<file path="src/rtl/crc32_packet_framer_core_macros.svh">
// Assertion macros for the CRC-32 packet framer.
// Taken in by the top level; no other dependencies.
`ifndef CRC32_PACKET_FRAMER_CORE_MACROS_SVH
`define CRC32_PACKET_FRAMER_CORE_MACROS_SVH
`ifndef ASSERT_OFF
`define CPF_ASSERT(label, clk, rst, prop) \
   label: assert property (@(posedge clk) disable iff (rst) prop) \
      else $error("framer assertion failed");
`define CPF_ASSERT_ALWAYS(label, clk, prop) \
   label: assert property (@(posedge clk) prop) \
      else $error("framer assertion failed");
`else
`define CPF_ASSERT(label, clk, rst, prop)
`define CPF_ASSERT_ALWAYS(label, clk, prop)
`endif
`endif

</file>
<file path="src/rtl/cpf_pkg.sv">
// Shared types, codes and the byte-wide CRC-32 step for the packet framer.
// No dependencies.
package cpf_pkg;
   localparam logic        FUNC_START       = 1'b0;
   localparam logic        FUNC_DATA        = 1'b1;
   localparam logic        CSR_FRAME_HEADER = 1'b0;
   localparam logic        CSR_END_MARKER   = 1'b1;
   localparam logic [31:0] CRC_POLY         = 32'hEDB8_8320;
   localparam logic [31:0] CRC_INIT         = 32'hFFFF_FFFF;
   localparam logic [7:0]  END_MARKER_RST   = 8'hB2;
   localparam logic [7:0]  EMPTY_LEN_CODE   = 8'hFF;
   localparam logic [2:0]  TRAILER_LAST     = 3'd4;

   typedef struct packed {
      logic [7:0] out_byte;
      logic       last;
   } cpf_word_type;

   typedef struct packed {
      logic       item_vld;
      logic       trailer;
      logic [2:0] step;
      logic       in_frame;
   } cpf_status_type;

   // reflected CRC-32, one byte
   function automatic logic [31:0] crc_byte(input logic [31:0] crc, input logic [7:0] b);
      logic [31:0] c;
      c = crc ^ {24'd0, b};
      for (int k = 0; k < 8; k++) begin
         c = (c >> 1) ^ (CRC_POLY & {32{c[0]}});
      end
      return c;
   endfunction
endpackage

</file>
<file path="src/rtl/cpf_seq.sv">
// Input word register and byte sequencer with running CRC-32.
// Depends on cpf_pkg.
module cpf_seq
   import cpf_pkg::*;
(
   input  logic           clock,
   input  logic           reset,
   input  logic           req_tvalid,
   output logic           req_tready,
   input  logic           req_tuser,
   input  logic [23:0]    req_tdata,
   input  logic [7:0]     frame_header,
   input  logic [7:0]     end_marker,
   input  logic           out_free,
   output logic           emit,
   output cpf_word_type   word,
   output cpf_status_type status
);
   logic        item_vld_ff, item_vld_in;
   logic        item_func_ff;
   logic [7:0]  item_cmd_ff, item_len_ff, item_data_ff;
   logic        trailer_ff, trailer_in;
   logic [2:0]  step_ff, step_in;
   logic [31:0] crc_ff, crc_in;
   logic [7:0]  bytes_left_ff, bytes_left_in;
   logic        in_frame_ff, in_frame_in;

   logic        is_start, drop, last_data, need_tr, done, load;
   logic [31:0] crc_base, crc_inv;
   logic [7:0]  len_byte, data_byte_sel, trailer_byte;

   always_comb begin
      is_start = item_func_ff == FUNC_START;
      drop     = item_vld_ff && !is_start && !in_frame_ff && !trailer_ff;
      emit     = item_vld_ff && !drop && out_free;
      crc_base = (is_start && !trailer_ff && step_ff == 3'd0) ? CRC_INIT : crc_ff;
      crc_inv  = ~crc_ff;
      len_byte = (item_len_ff == 8'd0) ? EMPTY_LEN_CODE : item_len_ff;
      last_data = is_start ? (step_ff == 3'd2) : (step_ff == 3'd0);
      need_tr   = is_start ? (item_len_ff == 8'd0) : (bytes_left_ff == 8'd1);

      case (step_ff)
         3'd0:    data_byte_sel = is_start ? frame_header : item_data_ff;
         3'd1:    data_byte_sel = item_cmd_ff;
         3'd2:    data_byte_sel = len_byte;
         default: data_byte_sel = item_data_ff;
      endcase

      case (step_ff)
         3'd0:    trailer_byte = end_marker;
         3'd1:    trailer_byte = crc_inv[7:0];
         3'd2:    trailer_byte = crc_inv[15:8];
         3'd3:    trailer_byte = crc_inv[23:16];
         3'd4:    trailer_byte = crc_inv[31:24];
         default: trailer_byte = end_marker;
      endcase

      word.out_byte = trailer_ff ? trailer_byte : data_byte_sel;
      word.last     = trailer_ff && step_ff == TRAILER_LAST;

      done = drop || (emit && (trailer_ff ? step_ff == TRAILER_LAST
                                          : (last_data && !need_tr)));
      req_tready = !item_vld_ff || done;
      load       = req_tvalid && req_tready;

      item_vld_in   = load ? 1'b1 : (done ? 1'b0 : item_vld_ff);
      trailer_in    = trailer_ff;
      step_in       = step_ff;
      crc_in        = crc_ff;
      bytes_left_in = bytes_left_ff;
      in_frame_in   = in_frame_ff;

      if (emit) begin
         if (!trailer_ff) begin
            crc_in = crc_byte(crc_base, data_byte_sel);
            if (!is_start) begin
               bytes_left_in = bytes_left_ff - 8'd1;
            end
            if (last_data) begin
               step_in    = 3'd0;
               trailer_in = need_tr;
               if (is_start && !need_tr) begin
                  in_frame_in   = 1'b1;
                  bytes_left_in = item_len_ff;
               end
            end else begin
               step_in = step_ff + 3'd1;
            end
         end else if (step_ff == TRAILER_LAST) begin
            trailer_in    = 1'b0;
            step_in       = 3'd0;
            crc_in        = CRC_INIT;
            in_frame_in   = 1'b0;
            bytes_left_in = 8'd0;
         end else begin
            step_in = step_ff + 3'd1;
         end
      end

      status.item_vld = item_vld_ff;
      status.trailer  = trailer_ff;
      status.step     = step_ff;
      status.in_frame = in_frame_ff;
   end

   always_ff @(posedge clock) begin
      if (reset) begin
         item_vld_ff   <= 1'b0;
         trailer_ff    <= 1'b0;
         step_ff       <= 3'd0;
         crc_ff        <= CRC_INIT;
         bytes_left_ff <= 8'd0;
         in_frame_ff   <= 1'b0;
      end else begin
         item_vld_ff   <= item_vld_in;
         trailer_ff    <= trailer_in;
         step_ff       <= step_in;
         crc_ff        <= crc_in;
         bytes_left_ff <= bytes_left_in;
         in_frame_ff   <= in_frame_in;
      end
   end

   always_ff @(posedge clock) begin
      if (load) begin
         item_func_ff <= req_tuser;
         item_cmd_ff  <= req_tdata[7:0];
         item_len_ff  <= req_tdata[15:8];
         item_data_ff <= req_tdata[23:16];
      end
   end
endmodule

</file>
<file path="src/rtl/cpf_out_reg.sv">
// Output word register between the sequencer and the result channel.
// Depends on cpf_pkg.
module cpf_out_reg
   import cpf_pkg::*;
(
   input  logic         clock,
   input  logic         reset,
   input  logic         in_vld,
   input  cpf_word_type word,
   output logic         out_free,
   output logic         rsp_tvalid,
   input  logic         rsp_tready,
   output logic [7:0]   rsp_tdata,
   output logic         rsp_tlast
);
   logic         vld_ff, vld_in;
   cpf_word_type word_ff;

   always_comb begin
      out_free   = !vld_ff || rsp_tready;
      vld_in     = out_free ? in_vld : vld_ff;
      rsp_tvalid = vld_ff;
      rsp_tdata  = word_ff.out_byte;
      rsp_tlast  = word_ff.last;
   end

   always_ff @(posedge clock) begin
      if (reset) begin
         vld_ff <= 1'b0;
      end else begin
         vld_ff <= vld_in;
      end
   end

   always_ff @(posedge clock) begin
      if (out_free && in_vld) begin
         word_ff <= word;
      end
   end
endmodule

</file>
<file path="src/rtl/crc32_packet_framer_core.sv">
// Channel  Dir  Word fields (low bit up)
// req      in   tuser: func; tdata: command, payload_length, data_byte
// rsp      out  tdata: out_byte; tlast: last
// csr      in   write only: index 0 frame_header, 1 end_marker
// An in-frame payload word gives one byte a cycle; a start word gives 3 bytes, or 8 when
// empty, and the last payload word 6 bytes, one per cycle while rsp does not stall, set
// by the single byte-wide CRC step. Results pass the item and output registers.
// Synchronous reset clears the sequencer and the frame state and presets the CRC to all ones.
// rsp stalls back-pressure req; one req word is held while the result register is full.
`include "crc32_packet_framer_core_macros.svh"
module crc32_packet_framer_core
   import cpf_pkg::*;
(
   input  logic        clock,
   input  logic        reset,
   input  logic        req_tvalid,
   output logic        req_tready,
   input  logic        req_tuser,   // func
   input  logic [23:0] req_tdata,   // command, payload_length, data_byte
   output logic        rsp_tvalid,
   input  logic        rsp_tready,
   output logic [7:0]  rsp_tdata,   // out_byte
   output logic        rsp_tlast,
   input  logic        csr_we,
   input  logic        csr_index,
   input  logic [7:0]  csr_wdata
);
   logic [7:0]     frame_header_ff, end_marker_ff;
   logic           out_free, emit;
   cpf_word_type   word;
   cpf_status_type status;

   always_ff @(posedge clock) begin
      if (reset) begin
         frame_header_ff <= 8'd0;
         end_marker_ff   <= END_MARKER_RST;
      end else if (csr_we) begin
         case (csr_index)
            CSR_FRAME_HEADER: frame_header_ff <= csr_wdata;
            CSR_END_MARKER:   end_marker_ff   <= csr_wdata;
            default:          frame_header_ff <= frame_header_ff;
         endcase
      end
   end

   cpf_seq u_seq (
      .clock        (clock),
      .reset        (reset),
      .req_tvalid   (req_tvalid),
      .req_tready   (req_tready),
      .req_tuser    (req_tuser),
      .req_tdata    (req_tdata),
      .frame_header (frame_header_ff),
      .end_marker   (end_marker_ff),
      .out_free     (out_free),
      .emit         (emit),
      .word         (word),
      .status       (status)
   );

   cpf_out_reg u_out (
      .clock      (clock),
      .reset      (reset),
      .in_vld     (emit),
      .word       (word),
      .out_free   (out_free),
      .rsp_tvalid (rsp_tvalid),
      .rsp_tready (rsp_tready),
      .rsp_tdata  (rsp_tdata),
      .rsp_tlast  (rsp_tlast)
   );

   `CPF_ASSERT(a_step_range, clock, reset, status.step <= TRAILER_LAST)
   `CPF_ASSERT(a_trailer_has_item, clock, reset, status.trailer |-> status.item_vld)
   `CPF_ASSERT(a_busy_has_item, clock, reset, !req_tready |-> status.item_vld)
   `CPF_ASSERT(a_emit_space, clock, reset, emit |-> out_free)
endmodule
</file>
<file path="config.mk">
export PLATFORM = sky130hd
export DESIGN_NAME = crc32_packet_framer_core
export DESIGN_NICKNAME = d
export VERILOG_FILES = /design/src/rtl/cpf_pkg.sv /design/src/rtl/cpf_seq.sv /design/src/rtl/cpf_out_reg.sv /design/src/rtl/crc32_packet_framer_core.sv
export VERILOG_INCLUDE_DIRS = /design/src /design/src/rtl
export SDC_FILE = /design/constraint.sdc
export NUM_CORES = 1
export LEC_CHECK = 0
export ABC_AREA = 1
export BUFFER_PORTS_ARGS = -buffer_cell sky130_fd_sc_hd__buf_4
export CAP_MARGIN = 20
export CORE_ASPECT_RATIO = 0.9
export CORE_MARGIN = 1
export CORE_UTILIZATION = 50
export CTS_CLUSTER_DIAMETER = 50
export CTS_CLUSTER_SIZE = 16
export DETAILED_ROUTE_END_ITERATION = 10
export HOLD_SLACK_MARGIN = 0.05
export PLACE_DENSITY = 0.79
export SETUP_SLACK_MARGIN = 0.15
export SLEW_MARGIN = 20
export SYNTH_ARGS = -nofsm -noshare
export SYNTH_HDL_FRONTEND = slang
export SYNTH_SLANG_ARGS = --single-unit
</file>
<file path="constraint.sdc">
create_clock -name clock -period 3.25 [get_ports clock]
set_clock_uncertainty 0.05 [all_clocks]
set_input_delay 0.1625 -clock clock [delete_from_list [all_inputs] [get_ports clock]]
set_output_delay 0.1625 -clock clock [all_outputs]
set_load 0.005 [all_outputs]
</file>
* Word-level counts from Yosys, hierarchy flattened *
Cells that the tools add are included.

storage, ports and cells
  flip-flop bits (word level) = 97
  input port bits = 39
  output and inout bits = 11
  logic and storage cells = 94

operators by class
  add/sub/neg operators = 2
  equal/unequal tests = 6
  multiplexer cells = 28
  bitwise operators = 12
  reduce and logical (&&, ||, !) cells = 31

operators by type and width
  cell                 number
  $xor 31x32->32       8
  $mux 32              3
  $mux 8               8
  $not 32->32          1
  $pmux 8 s4           1
  $xor 32x8->32        1
  $pmux 8 s3           1
  $logic_and 1x1->1    13
  $mux 1               12
  $mux 3               3
  $eq 8x1->1 const B   1
  $logic_not 8->1      1
  $sub 8x1->8 const B  1
  $eq 3x2->1 const B   2
  $logic_not 1->1      6
  $reduce_and 2->1     3
  $reduce_bool 2->1    3
  $reduce_and 4->1     1
  $add 3x1->3 const B  1
  $eq 3x1->1 const B   1
  $eq 3x3->1 const B   1
  $logic_not 3->1      1
  $logic_or 1x1->1     3
  $ne 2x2->1 const B   1
  $not 1->1            2

* Depth between registers and ports, before layout *
Gate-level depths: netlist (run 1).

  word-level depth = 14
  gate-level depth with buffers = 19
  gate-level depth less buffers = 19

* Hierarchy *
A second synthesis (run 1) with hierarchy kept.

unflattened totals
  cell total of the unflattened synthesis = 781
  area total of the unflattened synthesis = 5,684.2 um^2

by module, submodules not included
  module                    instances  cells each  area an instance (um^2)  sequential area each (um^2)
  cpf_seq                   1          678         4,727.0                  1,671.6
  crc32_packet_framer_core  1          88          639.4                    320.3
  cpf_out_reg               1          15          317.8                    290.3

* Worst setup path after synthesis (run 1) *
Ideal clock, no wire load.

  path type = flip-flop to flip-flop
  from = reg u_seq.step_ff[0]
  to = reg u_seq.item_cmd_ff[0] (enable)
  library setup time = 0.407 ns
  data arrival time = 2.559 ns
  data required time = 2.793 ns
  path slack = 0.234 ns
  cell stages (with the launch flop) = 13
  buffers on the path = 0
  period minus slack after synthesis = 3.016 ns
  cell sequence = dfxtp_1 > inv_1 > ha_1 > nand2_1 > inv_1 > nor2_1 > inv_1 > o21ai_0 > nor2_1 > inv_1 > a21oi_1 > nor2_1 > nor2_1

between the ends
  cells in the longest elaborated chain, start to end = 8
  elaborated cells between the ends (all ways) = 10
  classes of those cells = 2 x eq/ne; 2 x mux; 6 x reduce/logical

RTL lines
  element                                        line            text
  start, declared                                cpf_seq.sv:23   logic [2:0] step_ff, step_in;
  start signal, assigned                         cpf_seq.sv:117  step_ff <= step_in;
  $eq 3x2->1 or $logic_not 3->1 (tied branches)  cpf_seq.sv:39   last_data = is_start ? (step_ff == 3'd2) : (step_ff == 3'd0);
  $mux 1                                         cpf_seq.sv:39
  $logic_and 1x1->1                              cpf_seq.sv:62   : (last_data && !need_tr)));
  $mux 1 *                                       cpf_seq.sv:61   done = drop || (emit && (trailer_ff ? step_ff == TRAILER_LAST
  $logic_and 1x1->1 *                            cpf_seq.sv:61
  $logic_or 1x1->1 *                             cpf_seq.sv:61
  $logic_or 1x1->1 *                             cpf_seq.sv:63   req_tready = !item_vld_ff || done;
  $logic_and 1x1->1 *                            cpf_seq.sv:64   load = req_tvalid && req_tready;
  end signal, assigned                           cpf_seq.sv:127  item_cmd_ff <= req_tdata[7:0];
  end, declared                                  cpf_seq.sv:21   logic [7:0] item_cmd_ff, item_len_ff, item_data_ff;

Mark *: on every way between the ends. The rest lies on a longest branch, timed or not.
A chain may end at the register's enable or synchronous reset.

* Final worst setup path (run 1) *
  from = reg u_seq.step_ff[0]
  to = reg u_seq.crc_ff[20]

between the ends
  cells in the longest elaborated chain, start to end = 13
  elaborated cells between the ends (all ways) = 19
  classes of those cells = 4 x eq/ne; 3 x mux; 9 x bitwise; 3 x reduce/logical

RTL lines
  element                                                 line            text
  branches (longest 13 deep; another with $xor 32x8->32)  n/a
  end signal, assigned                                    cpf_seq.sv:118  crc_ff <= crc_in;
  end, declared                                           cpf_seq.sv:24   logic [31:0] crc_ff, crc_in;

Parallel ways; which one is timed is not known.

==> metrics.md, run 1 <==
| Metric | Value |
|---|---|
| Hold Path Stages | 4 |
| Critical Path Fanout Max | 17 |
| Antenna diodes | 0 |
| Worst endpoint data arrival time | 3050 ps |
| FF-to-FF setup slack | 410 ps |
| Simple-gate share of the synthesized area | 0.3082 |
| Largest net degree at the start of global routing | 42 |
| Switching power | 1647 uW |
| CTS tree | done |
| Max Slew Vio Count | 0 |
| Final hold viol count | 0 |
| Reg2Reg Depth | 16 |
| Clock Tree Root | clkbuf_16 |
| Max-cap violations | 0 |
| Post-DP HPWL | 11.79 mm |
| Hold path start | csr_we |
| 1st-pass router iterations | 5 |
| DRC Markers | 0 |
| Clk pwr share | 0.272 |
| WL/cell | 17.24 um |
| DRT antenna net count | 0 |
| CP required | 3460 ps |
| Post-synth top area share | 0.2233 |
| Worst Slack Setup Final | 411.7 ps |
| I/O Pins | 50 |
| Core Region | 10900 um2 |
| Via count | 5734 |
| Global route overflow | 0 |
| Clock Sinks | 97 |
| Vias per Instance | 5.780 |
| Setup crit end kind | flip-flop |
| Status | finished clean |
| Post-synthesis adder-cell area fraction | 0.01551 |
| Sequential area share after synthesis | 0.4041 |
| Pint | 2524 uW |
| Most common cell after layout, fill and taps aside | nand2_1 |
| Die area | 11730 um2 |
| Reg power frac | 0.347 |
| Post-Route WL | 17.11 mm |
| Total GRT Usage | 0.3035 |
| Setup_tns | 0 ps |
| RR Startpoint | u_seq.step_ff[0] |
| Slew @ Worst Pin | 1077 ps |
| Sw frac | 0.3949 |
| Skew-Pair Late Insertion Delay | 370 ps |
| Post-Synthesis Cells | 761 |
| Rows | 36 |
| GP Congestion | 0.9491 |
| Initial antenna violation count | 0 |
| Commonest non-fill, non-tap cells in the layout | nand2_1 (185), nor2_1 (81), inv_1 (66), dfxtp_1 (63), buf_4 (54) |
| Power per Cell Area | 615.7 nW/um2 |
| Initial DRC Count | 512 |
| Netlist cell types | 45 |
| Hold Crit Endpoint | end_marker_ff[1] |
| RSZ-0062 raised after global routing | no |
| IO buf count | 49 |
| Cell area after placement | 6117 um2 |
| CP startpoint kind | flip-flop |
| Largest family of logic cells by synthesized area | simple AND/OR/NAND/NOR gates |
| Worst reg2reg path endpoint | u_seq.crc_ff[20] |
| Post-synthesis mux area share | 0 |
| Register clock-pin slew on the reported worst setup and hold paths | 80 ps |
| Post-layout minimum cycle time | 2838 ps |
| Xor/xnor share of the synthesized area | 0.04298 |
| Dominant cell type by area after synthesis | dfxtp_1 |
| CTS H-tree depth | 3 |
| Synth top area cells | dfxtp_1 (22%), edfxtp_1 (18%), nand2_1 (12%) |
| Fmax | 0.3523 GHz |
| Design area | 6774 um2 |
| Post-CTS Setup Bufs | 0 |
| EDFF count, synth | 34 |
| Final setup vio count | 0 |
| Hold WC Path Type | in -> reg |
| Leakage | 0.003068 uW |
| Share of cells above drive strength 1 | 0.1452 |
| Die Ht | 102.8 um |
| Width of the die | 114.0 um |
| Period utilization | 0.8733 |
| Synth Net Count | 807 |
| WHS | 202.4 ps |
| Mapped cell area | 5648 um2 |
| Starting Density | 0.5181 |
| Ys Warns | 0 |
| Ys async rst share | 0 |
| CTS Buf Count | 9 |
| Type of the worst setup path | reg -> reg |
| Top_reg_cell synth | dfxtp_1 |
| Fin nets | 881 |
| IR drop worst, VDD | 0.4803 mV |
| Global-route wire length before repair | 26.90 mm |
| Synth Register Bits | 97 |
| Compound-cell area share of the yosys netlist | 0.1588 |
| Power share of the combinational group | 0.381 |
| Synth-to-layout area growth | 19.94% |
| Vias in the first global route | 5216 |
| CTS Buffer Depth | 2 |
| Setup WS pre-CTS | 505.8 ps |
| Mean Syn Cell Area | 7.422 um2 |
| Worst slew margin | 0.2811 |
## registers in the layout, indices dropped and copies added (netlist names)
register	cells
u_seq.crc_ff	32
u_seq.bytes_left_ff	8
u_seq.item_len_ff	8
u_seq.trailer_ff	1
u_out.rsp_tdata	8
u_seq.item_cmd_ff	8
u_seq.item_data_ff	8
u_seq.item_func_ff	1
u_out.rsp_tvalid	1
frame_header_ff	8
u_seq.in_frame_ff	1
u_seq.step_ff	3
u_out.rsp_tlast	1
end_marker_ff	8
u_seq.item_vld_ff	1
## worst max-delay path, cell delays in order, from the launching register on
cell	delay [ps]
dfxtp_1	400
inv_1	100
ha_1	260
nand2_4	130
nor2_8	70
nand2_4	220
nand2_1	130
inv_1	110
nand4_1	150
nand2_2	310
nand2_1	110
nand2_2	170
nand2_1	130
nand3_1	150
nand3_1	80
nand3_1	90
nand2_1	70
## per-stage QoR
step | power (uW) | std cells | utilization
finish | 4171 | 992 | 0.6214
CTS | 4120 | 992 | 0.6214
detailed placement | 2962 | 941 | 0.5612
floorplan | 2586 | 761 | -
global placement | 2943 | 941 | 0.5612
global route | 4393 | 992 | 0.6214
## power groups by stage
stage / Clock, uW / Combinational (uW) / Sequential [uW]
after floorplan: 0 / 1140 / 1440
after global placement: 0 / 1470 / 1470
after detailed placement: 0 / 1490 / 1470
after CTS: 1140 / 1540 / 1440
after global routing: 1200 / 1740 / 1460
final: 1140 / 1590 / 1450
## worst max path at each step
stage	startpoint	to	depth (start not counted)	slack (ps)
4_1_cts	u_seq.step_ff[1]	u_seq.crc_ff[19]	13	490
3_5_place_dp	u_seq.step_ff[0]	u_seq.crc_ff[19]	13	510
5_1_grt	u_seq.step_ff[0]	u_seq.crc_ff[18]	18	240
3_3_place_gp	u_seq.step_ff[0]	u_seq.crc_ff[19]	13	490
6_report	u_seq.step_ff[0]	u_seq.crc_ff[20]	16	410
2_1_floorplan	u_seq.step_ff[0]	u_seq.item_cmd_ff[0]	12	230
## layer usage
layer	global-route usage	part of all wire	wire length, um	up-vias
li1	-	-	-	2702
met1	0.3970	0.41	7022	2624
met4	0.1099	0.028	476	0
met5	0	0	0	-
met2	0.4923	0.46	7807	361
met3	0.07349	0.11	1798	47
## logic make-up after synthesis
logic type,count (synthesis)
and+or+nand+nor,387
AOI/OAI and AO/OA,147
buffers and inverters,97
DFF,97
xor gates and xnor gates,26
adders and majority gates,7
## timing repair
action,CTS,global route
gates resized for setup,0,0
hold buffers,35,0
endpoints found under the hold margin,43,0
## cells in the mapped netlist (2+ instances only)
cell type and n:
a21oi_1 50, a221oi_1 10, a22oi_4 2, a31oi_1 10, buf_1 3, buf_2 4, buf_4 3, buf_6 2
clkbuf_1 14, dfxtp_1 63, edfxtp_1 34, ha_1 7, inv_1 66, inv_2 4, nand2_1 185, nand2_2 23
nand2_4 7, nand3_1 53, nand3b_1 3, nand4_1 16, nor2_1 82, nor3_1 8, nor3b_1 2, o211ai_1 8
o21ai_0 44, o21ai_1 4, o21bai_1 2, o221ai_1 2, o22ai_1 8, or2_2 4, xnor2_1 8, xnor2_2 2
xor2_1 16
## cell type report
cell class	count	area (um2)
multi-input cells	567	2970
inverters	71	269.0
flip-flops and latches	97	2282
clock inverters	7	81.33
repair buffers	89	755.7
fillers	923	4126
clock buffers	9	225.2
well taps	152	190.2
No activity file was read; power rests on OpenSTA's default activity.
==> run 2, diff against run 1 <==
--- a/config.mk
+++ b/config.mk
@@ -17,6 +17,7 @@
 export DETAILED_ROUTE_END_ITERATION = 10
 export HOLD_SLACK_MARGIN = 0.05
 export PLACE_DENSITY = 0.79
+export RECOVER_POWER = 100
 export SETUP_SLACK_MARGIN = 0.15
 export SLEW_MARGIN = 20
 export SYNTH_ARGS = -nofsm -noshare
==> run 2 against run 1 <==
- the run now ends with max-capacitance violations, max-slew violations left
- fmax fell by 2.3%
- worst hold slack got worse by 1.3 ps
- clock power barely moved
- cell count did not move
- non-clock buffer count did not move
- global-route usage did not move
- critical endpoint unchanged
- largest cell class unchanged
==> metrics.md, run 2 (synthesis gave the netlist of run 1 again) <==
| Metric | Value |
|---|---|
| Power share of the combinational group | 0.379 (-0.002) |
| Post-layout minimum cycle time | 2907 ps (+68.26 ps) |
| Power per Cell Area | 616.1 nW/um2 (about the same) |
| Status | finished, violations left |
| Total GRT Usage | 0.3035 (unchanged) |
| CP startpoint kind | flip-flop |
| Max-cap violations | 1 (+1) |
| Initial antenna violation count | 0 (unchanged) |
| DRC Markers | 0 (unchanged) |
| Post-DP HPWL | 11.79 mm (unchanged) |
| CTS Buffer Depth | 2 (unchanged) |
| Worst endpoint data arrival time | 3110 ps (+60 ps) |
| Die Ht | 102.8 um (unchanged) |
| Post-CTS Setup Bufs | 0 (unchanged) |
| Critical Path Fanout Max | 17 (unchanged) |
| IO buf count | 49 (unchanged) |
| Hold Path Stages | 4 (unchanged) |
| Fin nets | 881 (unchanged) |
| Fmax | 0.3440 GHz (-2.3%) |
| Final hold viol count | 0 (unchanged) |
| Placed cells | 941 (unchanged) |
| Reg2Reg Depth | 17 (+1) |
| I/O Pins | 50 (unchanged) |
| CTS H-tree depth | 3 (unchanged) |
| Critical path buffers and inverters | 2 (unchanged) |
| RSZ-0062 raised after global routing | no |
| Global route overflow | 0 (unchanged) |
| Hold Crit Endpoint | end_marker_ff[5] |
| Antenna diodes | 0 (unchanged) |
| Rows | 36 (unchanged) |
| Setup_tns | 0 ps (unchanged) |
| DRT antenna net count | 0 (unchanged) |
| Post-route total power | 4157 uW (-0.34%) |
| Period utilization | 0.8943 (+0.02100) |
| Reg power frac | 0.348 (about the same) |
| Cell family with most CP delay | simple AND/OR/NAND/NOR gates |
| Setup crit end kind | flip-flop |
| Most flop-heavy register | u_seq.crc_ff |
| Clock Sinks | 97 (unchanged) |
| Hold path start | csr_we |
| Global-route wire length before repair | 26.90 mm (unchanged) |
| CP required | 3460 ps (about the same) |
| CTS tree | done |
| Leakage | 0.003049 uW (-0.60%) |
| Max Slew Vio Count | 42 (+42) |
| Sw frac | 0.3947 (about the same) |
| Synth-to-layout area growth | 19.47% |
| Worst slew margin | -0.3641 (-0.6451) |
| Slew @ Worst Pin | 2046 ps (+968.9 ps) |
| Worst reg2reg path endpoint | u_seq.crc_ff[20] |
| Clk pwr share | 0.273 (about the same) |
| Starting Density | 0.5181 (unchanged) |
| Type of the worst setup path | reg -> reg |
| Core Region | 10900 um2 (unchanged) |
| Commonest non-fill, non-tap cells in the layout | nand2_1 (188), nor2_1 (81), inv_1 (66), dfxtp_1 (63), nand3_1 (53) |
| Critical path's slowest cell | dfxtp_1 |
| Via count | 5731 (-0.052%) |
| Critical-path cell list | inv_1 > ha_1 > nand2_4 > nor2_8 > nand2_4 > nand2_1 > inv_1 > nand4_1 > nand2_2 > nand2_1 > nand2_1 > nand2_1 > nand2_2 > nor2_4 > nand3_1 > nand3_1 > nand2_1 |
| Most common cell after layout, fill and taps aside | nand2_1 |
| Register clock-pin slew on the reported worst setup and hold paths | 80 ps (about the same) |
| Hold WC Path Type | in -> reg |
| WL/cell | 17.22 um (-0.16%) |
| FF-to-FF setup slack | 340 ps (-70 ps) |
| Vias per Instance | 5.777 (about the same) |
| Most numerous cell on the critical path | nand2_1 |
| CTS Buf Count | 9 (unchanged) |
| CTS resizes | 0 (unchanged) |
| Share of cells above drive strength 1 | 0.1369 (-0.008333) |
| Max reg flops | 32 (unchanged) |
| IR drop worst, VDD | 0.4825 mV (+0.46%) |
| Critical Path Max Stage Delay | 350 ps (-50 ps) |
| Die area | 11730 um2 (unchanged) |
| Pint | 2516 uW (-0.29%) |
| Vias in the first global route | 5216 (unchanged) |
| Largest net degree at the start of global routing | 42 (unchanged) |
| Width of the die | 114.0 um (unchanged) |
| 1st-pass router iterations | 6 (+1) |
| Filler instances | 930 (+0.76%) |
| RR Startpoint | u_seq.step_ff[0] |
| Skew-Pair Late Insertion Delay | 360 ps (about the same) |
| Initial DRC Count | 627 (+22%) |
| GP Congestion | 0.9491 (unchanged) |
| Switching power | 1641 uW (-0.41%) |
| Violated checks | max-capacitance violations, max-slew violations |
| Crit path depth | 17 (+1) |
| Final Instance Count excl. Fillers | 992 (unchanged) |
| Clock Tree Root | clkbuf_16 |
| Final setup vio count | 0 (unchanged) |
| Post-Route WL | 17.08 mm (-0.16%) |
[run 2: changes by cell type in the layout (fill, tap and decap cells not counted), sizes merged]
cell,change
clkbuf,+38
buf,-38
[run 2: worst reg2reg max path: cells and delay by family (launching register included)]
kind                       cells  cell delay, ps
buffers and inverters          2             200
DFF                            1             350
and+or+nand+nor               14            1960
adders and majority gates      1             250
[run 2: routing by layer]
layer	up-vias	routed length [um]	global-route usage
li1	2707	-	-
met1	2646	7195	0.3970
met2	327	7853	0.4923
met3	49	1523	0.07349
met4	2	458	0.1099
met5	-	46	0
[run 2: through the flow]
step	setup slack [ps]	util	instance area [um2]	hold WS [ps]
floorplan	234.1	-	5648	211.4
global placement	490.1	0.5612	6117	290.6
detailed placement	505.8	0.5612	6117	291.8
CTS	493.5	0.6214	6774	193.3
global route	141.2	0.6190	6748	241.9
finish	343.4	0.6190	6748	201.1
[run 2: what timing repair did]
item                       CTS  global route
setup endpoints to repair    0             0
hold endpoints to repair    43             0
hold buffers                35             0
[run 2: layout make-up]
| cell class | instances | area (um2) | area share |
|---|---|---|---|
| tap | 152 | 190.2 | 0.02818 |
| clock buffer | 9 | 225.2 | 0.03338 |
| clock inverter | 7 | 81.33 | 0.01205 |
| timing repair buffer | 89 | 742.0 | 0.1100 |
| sequential | 97 | 2282 | 0.3382 |
| inverter | 71 | 269.0 | 0.03987 |
| multi-input combinational | 567 | 2958 | 0.4383 |
[run 2: how the worst max path moves through the flow]
stage | from | end
after global routing | u_seq.step_ff[1] | u_seq.crc_ff[23]
after floorplan | u_seq.step_ff[0] | u_seq.item_cmd_ff[0]
after CTS | u_seq.step_ff[1] | u_seq.crc_ff[19]
after detailed placement | u_seq.step_ff[0] | u_seq.crc_ff[19]
final | u_seq.step_ff[0] | u_seq.crc_ff[20]
after global placement | u_seq.step_ff[0] | u_seq.crc_ff[19]
[run 2: power by group through the flow]
| stage | Combinational (uW) | Sequential (uW) | Clock [uW] |
|---|---|---|---|
| after global placement | 1470 | 1470 | 0 |
| after CTS | 1540 | 1440 | 1140 |
| final | 1580 | 1450 | 1130 |
| after global routing | 1720 | 1460 | 1200 |
| after detailed placement | 1490 | 1470 | 0 |
| after floorplan | 1140 | 1440 | 0 |
==> run 3, diff against run 2 <==
--- a/config.mk
+++ b/config.mk
@@ -22,4 +22,5 @@
 export SLEW_MARGIN = 20
 export SYNTH_ARGS = -nofsm -noshare
 export SYNTH_HDL_FRONTEND = slang
+export SYNTH_HIERARCHICAL = 1
 export SYNTH_SLANG_ARGS = --single-unit
==> run 3 against run 2 <==
- the run now ends clean
- synthesized cell count is 2.2% higher
- cell count increased by 2.0%
- worst setup slack got worse by 140 ps
- via count fell by 0.45%
- cell area rose by 0.37%
- fmax is 4.5% lower
- sequential power about the same
==> metrics.md, run 3 <==
| Metric | Value |
|---|---|
| Initial DRC Count | 687 (+9.6%) |
| Mapped cell area | 5662 um2 (+0.24%) |
| Period utilization | 0.9368 (+0.04247) |
| Post-DP HPWL | 11.26 mm (-4.5%) |
| Power share of the combinational group | 0.304 (-0.075) |
| RSZ-0062 raised after global routing | no |
| Post-Synthesis Cells | 778 (+2.2%) |
| Rows | 36 (unchanged) |
| Largest net degree at the start of global routing | 43 (+2.4%) |
| Width of the die | 114.2 um (+0.12%) |
| Most common cell after layout, fill and taps aside | nand2_1 |
| CTS H-tree depth | 3 (unchanged) |
| Clock Tree Root | clkbuf_16 |
| Design area | 6773 um2 (+0.37%) |
| Starting Density | 0.5173 (-0.0008749) |
| Synth-to-layout area growth | 19.62% |
| Fin nets | 901 (+2.3%) |
| Pint | 2308 uW (-8.3%) |
| Worst endpoint data arrival time | 3260 ps (+150 ps) |
| Commonest non-fill, non-tap cells in the layout | nand2_1 (217), nor2_1 (86), inv_1 (69), dfxtp_1 (63), a21oi_1 (50) |
| Slew @ Worst Pin | 1361 ps (-685.2 ps) |
| Hold path start | csr_we |
| Max reg flops | 32 (unchanged) |
| Final hold viol count | 0 (unchanged) |
| Sw frac | 0.3584 (-0.03627) |
| Cell area after placement | 6147 um2 (+0.49%) |
| Synth Net Count | 824 (+2.1%) |
| Setup_tns | 0 ps (unchanged) |
| DRT antenna net count | 0 (unchanged) |
| IO buf count | 49 (unchanged) |
| CTS tree | done |
| Worst Setup SP | u_seq/step_ff[0] |
| Type of the worst setup path | reg -> reg |
| DRC Markers | 0 (unchanged) |
| Power per Cell Area | 531.2 nW/um2 (-14%) |
| Max-cap violations | 0 (-1) |
| Global-route wire length before repair | 26.39 mm (-1.9%) |
| Post-Route Utilization | 0.6188 (about the same) |
| Vias per Instance | 5.637 (-2.4%) |
| GP Congestion | 0.9397 (-0.99%) |
| Critical path's slowest cell | dfxtp_1 |
| WL/cell | 16.14 um (-6.2%) |
| RR Startpoint | u_seq/step_ff[0] |
| Ys Warns | 6 (+6) |
| Critical Path Fanout Max | 17 (unchanged) |
| Post-layout minimum cycle time | 3045 ps (+138.0 ps) |
| Clock Sinks | 97 (unchanged) |
| Via count | 5705 (-0.45%) |
| Setup crit end kind | flip-flop |
| Share of cells above drive strength 1 | 0.1291 (-0.007835) |
| Mean Syn Cell Area | 7.277 um2 (-1.9%) |
| Most numerous cell on the critical path | nand2_1 |
| Fmax | 0.3284 GHz (-4.5%) |
| Leakage | 0.003071 uW (+0.73%) |
| Register clock-pin slew on the reported worst setup and hold paths | 70 ps (about the same) |
| CP startpoint kind | flip-flop |
| CTS Buffer Depth | 2 (unchanged) |
| Switching power | 1289 uW (-21%) |
| Skew-Pair Late Insertion Delay | 350 ps (about the same) |
| Die Ht | 103.0 um (+0.12%) |
| Die area | 11750 um2 (+0.24%) |
| I/O Pins | 50 (unchanged) |
| Global route overflow | 0 (unchanged) |
| Post-Route WL | 16.34 mm (-4.3%) |
| Hold WC Path Type | in -> reg |
| Initial antenna violation count | 0 (unchanged) |
| Reg power frac | 0.395 (+0.047) |
| Clk pwr share | 0.301 (+0.028) |
| 1st-pass router iterations | 5 (-1) |
| Status | finished clean |
| Final setup vio count | 0 (unchanged) |
| Worst slew margin | 0.09270 (+0.4568) |
| CP required | 3470 ps (about the same) |
| CTS Buf Count | 9 (unchanged) |
| Total GRT Usage | 0.2928 (-0.01068) |
| Post-CTS Setup Bufs | 0 (unchanged) |
| Most flop-heavy register | u_seq/crc_ff |
| Critical-path cell list | inv_1 > ha_1 > nand2_4 > inv_1 > o21ai_0 > nand3_1 > nand2_1 > nand2_1 > nand2_1 > nand2_1 > nor2_1 > nor2_1 > nand2_1 > nand2_1 > o21ai_0 |
| Vias in the first global route | 5357 (+2.7%) |
| IR drop worst, VDD | 0.3581 mV (-26%) |
| Max Slew Vio Count | 0 (-100%) |
| Critical Path Max Stage Delay | 400 ps (+50 ps) |
| Core Region | 10950 um2 (+0.41%) |
| Antenna diodes | 0 (unchanged) |
run 3: area by class of cell:
type                       instances  area, um2
inverter                          83      319.1
sequential                        97       2282
tap                              152      190.2
clock inverter                     6      55.05
fill                             951       4173
timing repair buffer              90      747.0
clock buffer                      10      250.2
multi-input combinational        574       2929
run 3: per-layer routing:
| layer | global-route usage | share of wire | vias up |
|---|---|---|---|
| li1 | - | - | 2739 |
| met1 | 0.3811 | 0.42 | 2603 |
| met2 | 0.4765 | 0.46 | 309 |
| met3 | 0.06349 | 0.091 | 54 |
| met4 | 0.1199 | 0.033 | 0 |
| met5 | 0 | 0 | - |
run 3: worst paths after layout:
check	to	slack, ps	depth (start not counted)
min	frame_header_ff[5]	130	4
min reg2reg	u_seq/crc_ff[14]	430	2
max reg2reg	u_seq/crc_ff[16]	210	15
max	u_seq/crc_ff[16]	210	15
run 3: timing repair:
item / 4_1_cts / 5_1_grt
setup endpoints to repair: 0 / 2
hold endpoints to repair: 35 / 0
hold buffers: 35 / 0
resized for setup: 0 / 1
run 3: stage by stage:
step | instances | setup slack (ps) | hold WS, ps | total power (uW)
after floorplan | 778 | 450.2 | 174.9 | 2205
after global placement | 961 | 547.1 | 290.7 | 2469
after detailed placement | 961 | 498.3 | 291.8 | 2481
after CTS | 1012 | 476.4 | 117.2 | 3586
after global routing | 1012 | 99.46 | 143.2 | 3777
final | 1012 | 205.4 | 126.0 | 3597
run 3: worst max-delay path: cells and delay by family, from the launching register on:
family	cells	cell delay [ps]
and+or+nand+nor	10	1530
adders and majority gates	1	230
AOI/OAI and AO/OA	2	450
DFF	1	400
buffers and inverters	2	290
run 3: power groups by stage:
stage	logic [uW]	clock network, uW	registers, uW
floorplan	783	0	1420
global route	1210	1140	1430
global placement	1020	0	1440
detailed placement	1040	0	1450
finish	1090	1080	1420
CTS	1080	1090	1420
